`src/design/assert_macros.svh`:
```
// Assertion macros for the character LCD serializer, included by lcdr_front.
// Each macro expects clk and arst_n in scope at the point of use.
`ifndef ASSERT_MACROS_SVH
`define ASSERT_MACROS_SVH

// Consequent holds in the same cycle as the antecedent.
`define LCDR_ASSERT_SAME(lbl, ante, cons, msg) \
	lbl: assert property (@(posedge clk) disable iff (!arst_n) (ante) |-> (cons)) \
		else $error(msg);

// Consequent holds in the cycle after the antecedent.
`define LCDR_ASSERT_NEXT(lbl, ante, cons, msg) \
	lbl: assert property (@(posedge clk) disable iff (!arst_n) (ante) |=> (cons)) \
		else $error(msg);

`endif

```
`src/design/lcdr_pkg.sv`:
```
// Types and constants of the character LCD refresh serializer.
// No dependencies; imported by every module and interface of the block.
`default_nettype none
package lcdr_pkg;

	localparam int FUNC_W     = 3;
	localparam int PAGE_W     = 2;
	localparam int ROW_W      = 2;
	localparam int COL_W      = 5;
	localparam int CHAR_W     = 8;
	localparam int BYTE_W     = 8;
	localparam int CFG_IDX_W  = 2;
	localparam int CFG_DATA_W = 8;

	localparam int QUEUE_DEPTH = 2;
	localparam int QPTR_W      = 1;
	localparam int QCNT_W      = 2;

	localparam logic [CHAR_W-1:0] CMD_CLEAR  = 8'h01;
	localparam logic [CHAR_W-1:0] CMD_HOME   = 8'h02;
	localparam logic [CHAR_W-1:0] CHAR_SPACE = 8'h20;

	localparam logic [CFG_IDX_W-1:0] CFG_PAGE_COUNT = 2'd0;
	localparam logic [CFG_IDX_W-1:0] CFG_BACKLIGHT  = 2'd1;
	localparam logic [CFG_IDX_W-1:0] CFG_ROW_ORDER  = 2'd2;

	localparam logic [2:0] PAGE_COUNT_RST = 3'd4;
	localparam logic       BACKLIGHT_RST  = 1'b1;
	localparam logic [7:0] ROW_ORDER_RST  = 8'd216;

	typedef enum logic [FUNC_W-1:0] {
		FUNC_WRITE = 3'd0,
		FUNC_NEXT  = 3'd1,
		FUNC_PREV  = 3'd2,
		FUNC_TICK  = 3'd3,
		FUNC_CLEAR = 3'd4
	} func_t;

	typedef enum logic [2:0] {
		FS_CLEAR,
		FS_IDLE,
		FS_CMD,
		FS_HOME,
		FS_DATA
	} front_state_t;

	typedef struct packed {
		logic [2:0] page_count;
		logic       backlight;
		logic [7:0] row_order;
	} cfg_t;

	typedef struct packed {
		logic [CHAR_W-1:0] value;
		logic              data;
		logic              last;
	} job_t;

endpackage
`default_nettype wire

```
`src/design/lcdr_item_if.sv`:
```
// Request channel of the serializer: function code and cell write fields.
// Depends on lcdr_pkg for field widths.
`default_nettype none
interface lcdr_item_if;
	import lcdr_pkg::*;

	logic              valid;
	logic              ready;
	logic [FUNC_W-1:0] func;
	logic [PAGE_W-1:0] page;
	logic [ROW_W-1:0]  row;
	logic [COL_W-1:0]  col;
	logic [CHAR_W-1:0] char_code;

	modport source (output valid, func, page, row, col, char_code, input ready);
	modport sink   (input valid, func, page, row, col, char_code, output ready);
endinterface
`default_nettype wire

```
`src/design/lcdr_byte_if.sv`:
```
// Output channel of the serializer: one expander byte per transfer.
// Depends on lcdr_pkg for field widths.
`default_nettype none
interface lcdr_byte_if;
	import lcdr_pkg::*;

	logic              valid;
	logic              ready;
	logic [BYTE_W-1:0] expander_byte;
	logic              last;

	modport source (output valid, expander_byte, last, input ready);
	modport sink   (input valid, expander_byte, last, output ready);
endinterface
`default_nettype wire

```
`src/design/lcdr_cfg_if.sv`:
```
// Configuration write channel: register index and write data.
// Depends on lcdr_pkg for field widths.
`default_nettype none
interface lcdr_cfg_if;
	import lcdr_pkg::*;

	logic                  valid;
	logic                  ready;
	logic [CFG_IDX_W-1:0]  index;
	logic [CFG_DATA_W-1:0] data;

	modport source (output valid, index, data, input ready);
	modport sink   (input valid, index, data, output ready);
endinterface
`default_nettype wire

```
`src/design/lcdr_front.sv`:
```
// Front end: accepts requests, owns the cell store, page and scan state,
// and queues command and data bytes. Depends on lcdr_pkg, lcdr_item_if, assert_macros.svh.
`default_nettype none
module lcdr_front #(
	parameter int PAGES_MAX = 4,
	parameter int ROW_COUNT = 4,
	parameter int COL_COUNT = 20
) (
	input  wire logic         clk,
	input  wire logic         arst_n,
	lcdr_item_if.sink         cmd,
	input  wire lcdr_pkg::cfg_t cfg,
	output logic              push_valid,
	input  wire logic         push_ready,
	output lcdr_pkg::job_t    push_job
);
	import lcdr_pkg::*;
	`include "assert_macros.svh"

	localparam int CPP   = ROW_COUNT * COL_COUNT;
	localparam int DEPTH = PAGES_MAX * CPP;
	localparam int AW    = $clog2(DEPTH);
	localparam int PW    = (PAGES_MAX > 1) ? $clog2(PAGES_MAX) : 1;
	localparam int SW    = (ROW_COUNT > 1) ? $clog2(ROW_COUNT) : 1;
	localparam int CW    = $clog2(COL_COUNT);

	front_state_t state_q, state_d;
	logic [AW-1:0]     clr_q;
	logic [PW-1:0]     shown_q;
	logic [SW-1:0]     slot_q;
	logic [CW-1:0]     col_q;
	logic [CHAR_W-1:0] rd_q;
	logic              blank_q;
	logic [CHAR_W-1:0] mem [DEPTH];

	func_t         func;
	logic          acc;
	logic          at_zero;
	logic          wr_ok;
	logic          row_ok;
	logic [1:0]    disp_row;
	logic [31:0]   pc32;
	logic [PW:0]   pc;
	logic [PW:0]   shown_x;
	logic [PW:0]   pc_m1;
	logic [PW-1:0] next_pg;
	logic [PW-1:0] prev_pg;
	logic [31:0]   waddr32;
	logic [31:0]   raddr32;
	logic          we;
	logic [AW-1:0] waddr;
	logic [CHAR_W-1:0] wdata;

	assign func    = func_t'(cmd.func);
	assign acc     = cmd.valid && cmd.ready;
	assign at_zero = (slot_q == '0) && (col_q == '0);

	always_comb begin
		if (cfg.page_count == '0)
			pc32 = 32'd1;
		else if (32'(cfg.page_count) > 32'(PAGES_MAX))
			pc32 = 32'(PAGES_MAX);
		else
			pc32 = 32'(cfg.page_count);
	end
	assign pc      = pc32[PW:0];
	assign pc_m1   = pc - (PW+1)'(1);
	assign shown_x = {1'b0, shown_q};
	assign next_pg = ((shown_x + (PW+1)'(1)) >= pc) ? '0 : shown_q + PW'(1);
	assign prev_pg = ((shown_q == '0) || (shown_x >= pc)) ? pc_m1[PW-1:0]
		: shown_q - PW'(1);

	assign wr_ok = (32'(cmd.page) < 32'(PAGES_MAX)) && (32'(cmd.row) < 32'(ROW_COUNT))
		&& (32'(cmd.col) < 32'(COL_COUNT));
	assign waddr32 = 32'(cmd.page) * 32'(CPP) + 32'(cmd.row) * 32'(COL_COUNT)
		+ 32'(cmd.col);

	assign disp_row = 2'(cfg.row_order >> {slot_q, 1'b0});
	assign row_ok   = 32'(disp_row) < 32'(ROW_COUNT);
	assign raddr32  = 32'(shown_q) * 32'(CPP) + 32'(disp_row) * 32'(COL_COUNT)
		+ 32'(col_q);

	assign we    = (state_q == FS_CLEAR) || (acc && (func == FUNC_WRITE) && wr_ok);
	assign waddr = (state_q == FS_CLEAR) ? clr_q : waddr32[AW-1:0];
	assign wdata = (state_q == FS_CLEAR) ? '0 : cmd.char_code;

	always_ff @(posedge clk) begin
		if (we)
			mem[waddr] <= wdata;
		if (acc && (func == FUNC_TICK))
			rd_q <= mem[raddr32[AW-1:0]];
	end

	always_ff @(posedge clk or negedge arst_n) begin
		if (!arst_n)
			state_q <= FS_CLEAR;
		else
			state_q <= state_d;
	end

	always_comb begin
		state_d    = state_q;
		cmd.ready  = 1'b0;
		push_valid = 1'b0;
		push_job   = '{value: CMD_CLEAR, data: 1'b0, last: 1'b1};
		unique case (state_q)
			FS_CLEAR: begin
				if (clr_q == AW'(DEPTH - 1))
					state_d = FS_IDLE;
			end
			FS_IDLE: begin
				cmd.ready = 1'b1;
				if (cmd.valid) begin
					unique case (func)
						FUNC_WRITE: state_d = FS_IDLE;
						FUNC_NEXT, FUNC_PREV: state_d = FS_CMD;
						FUNC_TICK: state_d = at_zero ? FS_HOME : FS_DATA;
						FUNC_CLEAR: state_d = FS_CLEAR;
						default: state_d = FS_IDLE;
					endcase
				end
			end
			FS_CMD: begin
				push_valid = 1'b1;
				if (push_ready)
					state_d = FS_IDLE;
			end
			FS_HOME: begin
				push_valid = 1'b1;
				push_job   = '{value: CMD_HOME, data: 1'b0, last: 1'b0};
				if (push_ready)
					state_d = FS_DATA;
			end
			FS_DATA: begin
				push_valid = 1'b1;
				push_job   = '{value: (blank_q || rd_q == '0) ? CHAR_SPACE : rd_q,
					data: 1'b1, last: 1'b1};
				if (push_ready)
					state_d = FS_IDLE;
			end
			default: state_d = FS_CLEAR;
		endcase
	end

	always_ff @(posedge clk or negedge arst_n) begin
		if (!arst_n) begin
			clr_q   <= '0;
			shown_q <= '0;
			slot_q  <= '0;
			col_q   <= '0;
			blank_q <= 1'b0;
		end else begin
			if (state_q == FS_CLEAR)
				clr_q <= clr_q + AW'(1);
			if (acc) begin
				case (func)
					FUNC_NEXT: shown_q <= next_pg;
					FUNC_PREV: shown_q <= prev_pg;
					FUNC_CLEAR: clr_q <= '0;
					FUNC_TICK: begin
						blank_q <= !row_ok;
						if (col_q == CW'(COL_COUNT - 1)) begin
							col_q  <= '0;
							slot_q <= (slot_q == SW'(ROW_COUNT - 1)) ? '0 : slot_q + SW'(1);
						end else begin
							col_q <= col_q + CW'(1);
						end
					end
					default: ;
				endcase
			end
		end
	end

	`LCDR_ASSERT_NEXT(a_tick_home, acc && (func == FUNC_TICK) && at_zero,
		state_q == FS_HOME, "tick at scan start did not send home first")
	`LCDR_ASSERT_NEXT(a_clear_done, (state_q == FS_CLEAR) && (clr_q == AW'(DEPTH - 1)),
		state_q == FS_IDLE, "clear sweep did not finish")
	`LCDR_ASSERT_NEXT(a_scan_hold, !(acc && (func == FUNC_TICK)),
		$stable(col_q) && $stable(slot_q), "scan moved without a tick")
	`LCDR_ASSERT_SAME(a_home_pos, state_q == FS_HOME,
		(col_q == CW'(1)) && (slot_q == '0), "home sent away from scan start")

endmodule
`default_nettype wire

```
`src/design/lcdr_queue.sv`:
```
// Short job queue between the front end and the nibble serializer.
// Depends on lcdr_pkg for the job type and depth.
`default_nettype none
module lcdr_queue (
	input  wire logic           clk,
	input  wire logic           arst_n,
	input  wire logic           push_valid,
	output logic                push_ready,
	input  wire lcdr_pkg::job_t push_job,
	output logic                pop_valid,
	input  wire logic           pop_ready,
	output lcdr_pkg::job_t      pop_job
);
	import lcdr_pkg::*;

	job_t              q_mem [QUEUE_DEPTH];
	logic [QPTR_W-1:0] wr_ptr_q;
	logic [QPTR_W-1:0] rd_ptr_q;
	logic [QCNT_W-1:0] count_q;
	logic              push;
	logic              pop;

	assign push_ready = count_q != QCNT_W'(QUEUE_DEPTH);
	assign pop_valid  = count_q != '0;
	assign pop_job    = q_mem[rd_ptr_q];
	assign push       = push_valid && push_ready;
	assign pop        = pop_valid && pop_ready;

	always_ff @(posedge clk) begin
		if (push)
			q_mem[wr_ptr_q] <= push_job;
	end

	always_ff @(posedge clk or negedge arst_n) begin
		if (!arst_n) begin
			wr_ptr_q <= '0;
			rd_ptr_q <= '0;
			count_q  <= '0;
		end else begin
			if (push)
				wr_ptr_q <= wr_ptr_q + QPTR_W'(1);
			if (pop)
				rd_ptr_q <= rd_ptr_q + QPTR_W'(1);
			if (push && !pop)
				count_q <= count_q + QCNT_W'(1);
			else if (pop && !push)
				count_q <= count_q - QCNT_W'(1);
		end
	end

endmodule
`default_nettype wire

```
`src/design/lcdr_back.sv`:
```
// Back end: splits each queued byte into two nibbles and each nibble into
// enable-high and enable-low expander bytes. Depends on lcdr_pkg, lcdr_byte_if.
`default_nettype none
module lcdr_back (
	input  wire logic           clk,
	input  wire logic           arst_n,
	input  wire lcdr_pkg::cfg_t cfg,
	input  wire logic           pop_valid,
	output logic                pop_ready,
	input  wire lcdr_pkg::job_t pop_job,
	lcdr_byte_if.source         stream
);
	import lcdr_pkg::*;

	job_t       job_q;
	logic [1:0] phase_q;
	logic       busy_q;
	logic       done;
	logic [3:0] nib;

	assign done      = stream.valid && stream.ready && (phase_q == 2'd3);
	assign pop_ready = !busy_q || done;
	assign nib       = phase_q[1] ? job_q.value[3:0] : job_q.value[7:4];

	assign stream.valid         = busy_q;
	assign stream.expander_byte = {nib, cfg.backlight, ~phase_q[0], 1'b0, job_q.data};
	assign stream.last          = job_q.last && (phase_q == 2'd3);

	always_ff @(posedge clk) begin
		if (pop_valid && pop_ready)
			job_q <= pop_job;
	end

	always_ff @(posedge clk or negedge arst_n) begin
		if (!arst_n) begin
			busy_q  <= 1'b0;
			phase_q <= '0;
		end else begin
			if (pop_valid && pop_ready) begin
				busy_q  <= 1'b1;
				phase_q <= '0;
			end else if (done) begin
				busy_q <= 1'b0;
			end else if (stream.valid && stream.ready) begin
				phase_q <= phase_q + 2'd1;
			end
		end
	end

endmodule
`default_nettype wire

```
`src/design/char_lcd_paged_refresh_serializer.sv`:
```
// Top level of the paged character LCD refresh serializer.
// Depends on lcdr_pkg, the three channel interfaces, lcdr_front,
// lcdr_queue and lcdr_back.
//
// Requests enter on cmd: write a cell, step the shown page forward or back,
// refresh tick, or clear all. Each byte sent to the LCD leaves on stream as
// four expander bytes, one per cycle while the receiver is ready; last marks
// the final expander byte of a request. cfg sets page count, backlight and
// row scan order and is always ready.
// A page step yields 4 expander bytes, a refresh tick 4, or 8 at scan start
// (home first); the serializer sustains one expander byte per cycle while the
// receiver is ready, and the tick rate is bound by the four-phase nibble
// serializer. The front end runs up to two bytes ahead through a two-entry
// queue, then drops ready until the serializer frees a queue entry; a stalled
// receiver holds the current byte. Reset and clear all sweep the cell store,
// one cell per cycle, over all PAGES_MAX*ROW_COUNT*COL_COUNT cells (320 by
// default) with cmd not ready. Reset clears page and scan position and
// restores the default configuration.
`default_nettype none
module char_lcd_paged_refresh_serializer #(
	parameter int PAGES_MAX = 4,
	parameter int ROW_COUNT = 4,
	parameter int COL_COUNT = 20
) (
	input  wire logic clk,
	input  wire logic arst_n,
	lcdr_item_if.sink   cmd,
	lcdr_byte_if.source stream,
	lcdr_cfg_if.sink    cfg
);
	import lcdr_pkg::*;

	cfg_t cfg_q;
	logic push_valid;
	logic push_ready;
	job_t push_job;
	logic pop_valid;
	logic pop_ready;
	job_t pop_job;

	assign cfg.ready = 1'b1;

	always_ff @(posedge clk or negedge arst_n) begin
		if (!arst_n) begin
			cfg_q <= '{page_count: PAGE_COUNT_RST, backlight: BACKLIGHT_RST,
				row_order: ROW_ORDER_RST};
		end else if (cfg.valid) begin
			unique case (cfg.index)
				CFG_PAGE_COUNT: cfg_q.page_count <= cfg.data[2:0];
				CFG_BACKLIGHT:  cfg_q.backlight  <= cfg.data[0];
				CFG_ROW_ORDER:  cfg_q.row_order  <= cfg.data;
				default: ;
			endcase
		end
	end

	lcdr_front #(
		.PAGES_MAX(PAGES_MAX),
		.ROW_COUNT(ROW_COUNT),
		.COL_COUNT(COL_COUNT)
	) u_front (
		.clk       (clk),
		.arst_n    (arst_n),
		.cmd       (cmd),
		.cfg       (cfg_q),
		.push_valid(push_valid),
		.push_ready(push_ready),
		.push_job  (push_job)
	);

	lcdr_queue u_queue (
		.clk       (clk),
		.arst_n    (arst_n),
		.push_valid(push_valid),
		.push_ready(push_ready),
		.push_job  (push_job),
		.pop_valid (pop_valid),
		.pop_ready (pop_ready),
		.pop_job   (pop_job)
	);

	lcdr_back u_back (
		.clk      (clk),
		.arst_n   (arst_n),
		.cfg      (cfg_q),
		.pop_valid(pop_valid),
		.pop_ready(pop_ready),
		.pop_job  (pop_job),
		.stream   (stream)
	);

endmodule
`default_nettype wire
```
`src/flat_wrapper.sv`:
```
// flat-port wrapper written by rule: the top's interface ports become plain ports
module char_lcd_paged_refresh_serializer_flat import lcdr_pkg::*;
#(
	parameter int PAGES_MAX = 4,
	parameter int ROW_COUNT = 4,
	parameter int COL_COUNT = 20
)
  (clk, arst_n, cmd_valid, cmd_func, cmd_page, cmd_row, cmd_col, cmd_char_code, cmd_ready, stream_valid, stream_expander_byte, stream_last, stream_ready, cfg_valid, cfg_index, cfg_data, cfg_ready);
  lcdr_item_if cmd_i ();
  lcdr_byte_if stream_i ();
  lcdr_cfg_if cfg_i ();
  input  wire logic clk;
  input  wire logic arst_n;
  input wire logic [$bits(cmd_i.valid)-1:0] cmd_valid;
  input wire logic [$bits(cmd_i.func)-1:0] cmd_func;
  input wire logic [$bits(cmd_i.page)-1:0] cmd_page;
  input wire logic [$bits(cmd_i.row)-1:0] cmd_row;
  input wire logic [$bits(cmd_i.col)-1:0] cmd_col;
  input wire logic [$bits(cmd_i.char_code)-1:0] cmd_char_code;
  output wire logic [$bits(cmd_i.ready)-1:0] cmd_ready;
  output wire logic [$bits(stream_i.valid)-1:0] stream_valid;
  output wire logic [$bits(stream_i.expander_byte)-1:0] stream_expander_byte;
  output wire logic [$bits(stream_i.last)-1:0] stream_last;
  input wire logic [$bits(stream_i.ready)-1:0] stream_ready;
  input wire logic [$bits(cfg_i.valid)-1:0] cfg_valid;
  input wire logic [$bits(cfg_i.index)-1:0] cfg_index;
  input wire logic [$bits(cfg_i.data)-1:0] cfg_data;
  output wire logic [$bits(cfg_i.ready)-1:0] cfg_ready;
  assign cmd_i.valid = cmd_valid;
  assign cmd_i.func = cmd_func;
  assign cmd_i.page = cmd_page;
  assign cmd_i.row = cmd_row;
  assign cmd_i.col = cmd_col;
  assign cmd_i.char_code = cmd_char_code;
  assign cmd_ready = cmd_i.ready;
  assign stream_valid = stream_i.valid;
  assign stream_expander_byte = stream_i.expander_byte;
  assign stream_last = stream_i.last;
  assign stream_i.ready = stream_ready;
  assign cfg_i.valid = cfg_valid;
  assign cfg_i.index = cfg_index;
  assign cfg_i.data = cfg_data;
  assign cfg_ready = cfg_i.ready;
  char_lcd_paged_refresh_serializer #(.PAGES_MAX(PAGES_MAX), .ROW_COUNT(ROW_COUNT), .COL_COUNT(COL_COUNT)) u_core (.clk(clk), .arst_n(arst_n), .cmd(cmd_i), .stream(stream_i), .cfg(cfg_i));
endmodule
```
`config.mk`:
```
export PLATFORM = sky130hd
export DESIGN_NAME = char_lcd_paged_refresh_serializer_flat
export DESIGN_NICKNAME = d
export VERILOG_FILES = /design/src/design/lcdr_pkg.sv /design/src/design/lcdr_item_if.sv /design/src/design/lcdr_byte_if.sv /design/src/design/lcdr_cfg_if.sv /design/src/design/lcdr_front.sv /design/src/design/lcdr_queue.sv /design/src/design/lcdr_back.sv /design/src/design/char_lcd_paged_refresh_serializer.sv /design/src/flat_wrapper.sv
export VERILOG_INCLUDE_DIRS = /design/src /design/src/design
export SDC_FILE = /design/constraint.sdc
export NUM_CORES = 2
export LEC_CHECK = 0
export ABC_CLOCK_PERIOD_IN_PS = 8400
export BUFFER_PORTS_ARGS = -buffer_cell sky130_fd_sc_hd__buf_4
export CAP_MARGIN = 5
export CORE_UTILIZATION = 60
export DETAILED_ROUTE_END_ITERATION = 8
export PLACE_DENSITY = 0.76
export REMOVE_ABC_BUFFERS = 1
export SLEW_MARGIN = 20
export SYNTH_ARGS = -nofsm -noshare
export SYNTH_HDL_FRONTEND = slang
export SYNTH_SLANG_ARGS = --single-unit
```
`constraint.sdc`:
```
create_clock -name clk -period 8.4 [get_ports clk]
set_input_delay 1.26 -clock clk [delete_from_list [all_inputs] [get_ports clk]]
set_output_delay 1.26 -clock clk [all_outputs]
set_load 0.005 [all_outputs]
```
==> impl_metrics.sql <==
INSERT INTO impl_metrics (metric_group, metric, value, unit) VALUES
('place', 'dpl_cell_area', '0.106', 'mm2'),
('logic_synthesis', 'synth.cell_area', '0.103', 'mm2'),
('power_and_ir_drop', 'cellPowerDensity', '382', 'mW/mm2'),
('layout', 'sequential_cell_area', '0.0790', 'mm2'),
('die', 'floorplan.die_area', '0.173', 'mm2'),
('detailed_routing', 'drt_pass1_iterations', '8', ''),
('cts', 'cts.root.buffer_cell', 'sky130_fd_sc_hd__clkbuf_16', ''),
('global_routing', 'grt_antenna_before_repair', '5', ''),
('timing', 'period_utilization_post_route', '68.7', '%'),
('timing', 'timing.clock.skew', '47.3', 'ps'),
('timing', 'grt_setup_unrepaired', 'no', ''),
('layout', 'most-common-layout-cells', 'sky130_fd_sc_hd__edfxtp_1 (2598), sky130_fd_sc_hd__mux4_2 (672), sky130_fd_sc_hd__nor2_1 (406), sky130_fd_sc_hd__clkbuf_16 (243), sky130_fd_sc_hd__a22oi_1 (126)', ''),
('die', 'fp.coreArea', '0.170', 'mm2'),
('flow_run', 'maxCapViolations', '0', ''),
('cts', 'cts-buffers-inserted', '239', ''),
('global_routing', 'gr-max-usage-layer', 'met2', ''),
('place', 'dp_worst_setup_slack', '2330', 'ps'),
('global_routing', 'globalRoute.totalOverflow', '0', ''),
('cts', 'postCtsHoldBufs', '0', ''),
('power_and_ir_drop', 'power', '0.0434', 'W'),
('timing', 'worst_slew_pin_slew', '1310', 'ps'),
('layout', 'final_area', '0.114', 'mm2'),
('detailed_routing', 'route.antenna.remaining_nets', '0', ''),
('setup_path', 'critical_path.cell_chain', 'mux4_2 -> ha_1 -> ha_1 -> fa_2 -> buf_4 -> clkinv_2 -> buf_4 -> a211o_1 -> nand4_1 -> nand4_1 -> nor4_1 -> a31oi_1', ''),
('detailed_routing', 'routed_wire_length_per_instance', '34.5', 'um'),
('detailed_routing', 'drc', '0', ''),
('layout', 'filler_cell_count', '10200', ''),
('setup_path', 'timing.critical_path.slowest_stage_cell', 'sky130_fd_sc_hd__clkinv_2', ''),
('global_routing', 'grt_first_pass_wirelength', '368', 'mm'),
('timing', 'setup_viol_count_final', '0', ''),
('timing', 'timing.final.hold_violations', '0', ''),
('layout', 'multiInputGateArea', '0.0225', 'mm2'),
('layout', 'final_common_cell', 'sky130_fd_sc_hd__edfxtp_1', ''),
('cts', 'cts.path.max_buffers', '3', ''),
('place', 'place_congestion', '0.861', ''),
('logic_synthesis', 'syn_area_per_cell', '21.1', 'um2'),
('die', 'floorplan.rows', '151', ''),
('place', 'placement.io_buffers', '44', ''),
('run_status', 'result_of_the_run', 'finished, final reports clean', ''),
('logic_synthesis', 'primary_ff_master_synth', 'sky130_fd_sc_hd__edfxtp_1', ''),
('timing', 'clock.fmax', '173', 'MHz'),
('timing', 'fin_worst_setup_slack', '2630', 'ps'),
('setup_path', 'timing.critical_path.slowest_cell_delay', '810', 'ps'),
('cts', 'post_cts_resized', '0', ''),
('power_and_ir_drop', 'leakage', '35.2', 'nW'),
('logic_synthesis', 'synth_async_sr_flop_share', '1.52', '%'),
('cts', 'tritoncts', 'built', ''),
('global_routing', 'globalRouteMet2Util', '45.6', '%'),
('timing', 'slew_viol_final', '0', ''),
('detailed_routing', 'routed_via_density', '6.96', ''),
('die', 'io-pin-count', '47', ''),
('cts', 'clock_sinks', '2638', ''),
('detailed_routing', 'detail_route.wirelength', '255', 'mm'),
('cts', 'cts_htree_levels', '4', ''),
('timing', 'fin_crit', '5770', 'ps'),
('layout', 'area_growth_syn_to_layout', '10.5', '%'),
('setup_path', 'critical_path_peak_fanout', '28', ''),
('worst_hold_path', 'timing.hold.worst.class', 'primary input to asynchronous set/reset pin', ''),
('timing', 'fin_worst_hold_slack', '400', 'ps'),
('die', 'die_height', '416', 'um'),
('global_routing', 'grt_max_degree', '210', ''),
('cts', 'cts.reportedPaths.clkPinSlew', '70', 'ps'),
('timing', 'slew_headroom', '12.7', '%'),
('logic_synthesis', 'yosysSeqAreaShare', '76.8', '%'),
('logic_synthesis', 'ys_ff_latch', '2638', ''),
('logic_synthesis', 'synth.distinct_cells', '66', ''),
('setup_path', 'cp.required', '8980', 'ps'),
('setup_path', 'timing.critical_path.from_type', 'register', ''),
('logic_synthesis', 'synth-edff-count', '2598', ''),
('place', 'place.detailed.hpwl', '147', 'mm'),
('layout', 'design.final.nets', '5019', '');
path summary, 6_finish.rpt:
| check | to | slack [ps] | depth (start not counted) | start |
|---|---|---|---|---|
| max | u_core.u_front.rd_q[5]$_DFFE_PP_ | 2630 | 12 | u_core.u_front.slot_q[0]$_DFFE_PN0P_ |
| min reg2reg | u_core.cfg_q[5]$_DFFE_PN0P_ | 500 | 1 | u_core.cfg_q[5]$_DFFE_PN0P_ |
| min | u_core.u_back.phase_q[1]$_DFFE_PN0P_ | 400 | 1 | arst_n |
| min in group clk | u_core.cfg_q[5]$_DFFE_PN0P_ | 500 | 1 | u_core.cfg_q[5]$_DFFE_PN0P_ |
| max in group asynchronous | u_core.u_front.col_q[0]$_DFFE_PN0P_ | 7400 | 1 | arst_n |
| max reg2reg | u_core.u_front.rd_q[5]$_DFFE_PP_ | 2630 | 12 | u_core.u_front.slot_q[0]$_DFFE_PN0P_ |
state kept, by name (all words and copies together), names as in the netlist, 3 cells and up:
signal and flops:
u_core.cfg_q 12, u_core.u_back.job_q 9, u_core.u_front.clr_q 9, u_core.u_front.col_q 5, u_core.u_front.mem 2560, u_core.u_front.rd_q 8, u_core.u_front.state_q 3, u_core.u_queue.q_mem 20
critical path: cells and delay by family (launching register included):
family	cells	cell delay, ps
compound gates	2	430
buf+inv	3	1770
fa+ha+maj	3	1100
mux	1	570
flops	1	450
simple gates	3	1130
report_power, final:
group / internal [W] / switching, W / leakage [nW] / total, W
combinational: 0.00551 / 0.0107 / 7.34 / 0.0163
clock: 0.00631 / 0.00481 / 3.86 / 0.0111
sequential: 0.0157 / 0.000249 / 24.0 / 0.0160
cell usage after synthesis, types with 34 or more instances:
cell type | number | area, um2
sky130_fd_sc_hd__edfxtp_1 | 2598 | 78000
sky130_fd_sc_hd__mux4_2 | 672 | 15100
sky130_fd_sc_hd__nor2_1 | 407 | 1530
sky130_fd_sc_hd__clkbuf_1 | 151 | 567
sky130_fd_sc_hd__nand2_1 | 133 | 499
sky130_fd_sc_hd__a22oi_1 | 126 | 946
sky130_fd_sc_hd__buf_2 | 89 | 445
sky130_fd_sc_hd__a21oi_1 | 68 | 340
sky130_fd_sc_hd__o21ai_0 | 67 | 335
sky130_fd_sc_hd__nand3_1 | 51 | 255
sky130_fd_sc_hd__o22ai_1 | 38 | 238
sky130_fd_sc_hd__dfrtp_1 | 34 | 851
stage by stage:
| step | util, % | TNS, ps |
|---|---|---|
| 4_1_cts | 66.9 | 0 |
| 3_3_place_gp | 62.1 | 0 |
| 3_5_place_dp | 62.2 | 0 |
| 6_report | 66.9 | 0 |
| 5_1_grt | 66.9 | 0 |
| 2_1_floorplan | - | -311880 |
cell families after synthesis:
kind of cell / Yosys count / share of synthesized area, %
flops: 2638 / 76.8
mux: 732 / 15.3
simple gates: 706 / 2.96
compound gates: 422 / 2.77
buf+inv: 316 / 1.47
fa+ha+maj: 33 / 0.431
xor+xnor: 25 / 0.213
other cells: 2 / 0.00730
metal layers:
layer,vias to the layer above,share of wire (%)
met2,3851,47
met4,2,4.4
li1,20400,-
met1,26600,37
met3,510,12
met5,-,0.0075
cell type report:
| type | instances | share of cell area [%] |
|---|---|---|
| Sequential cell | 2638 | 69.5 |
| Multi-Input combinational cell | 1920 | 19.8 |
| Clock buffer | 278 | 5.47 |
| Tap cell | 2218 | 2.44 |
| Clock inverter | 168 | 1.59 |
| Timing Repair Buffer | 132 | 1.10 |
| Inverter | 20 | 0.0672 |
| Antenna cell | 1 | 0.00220 |
Power figures use the tool's default switching activity.
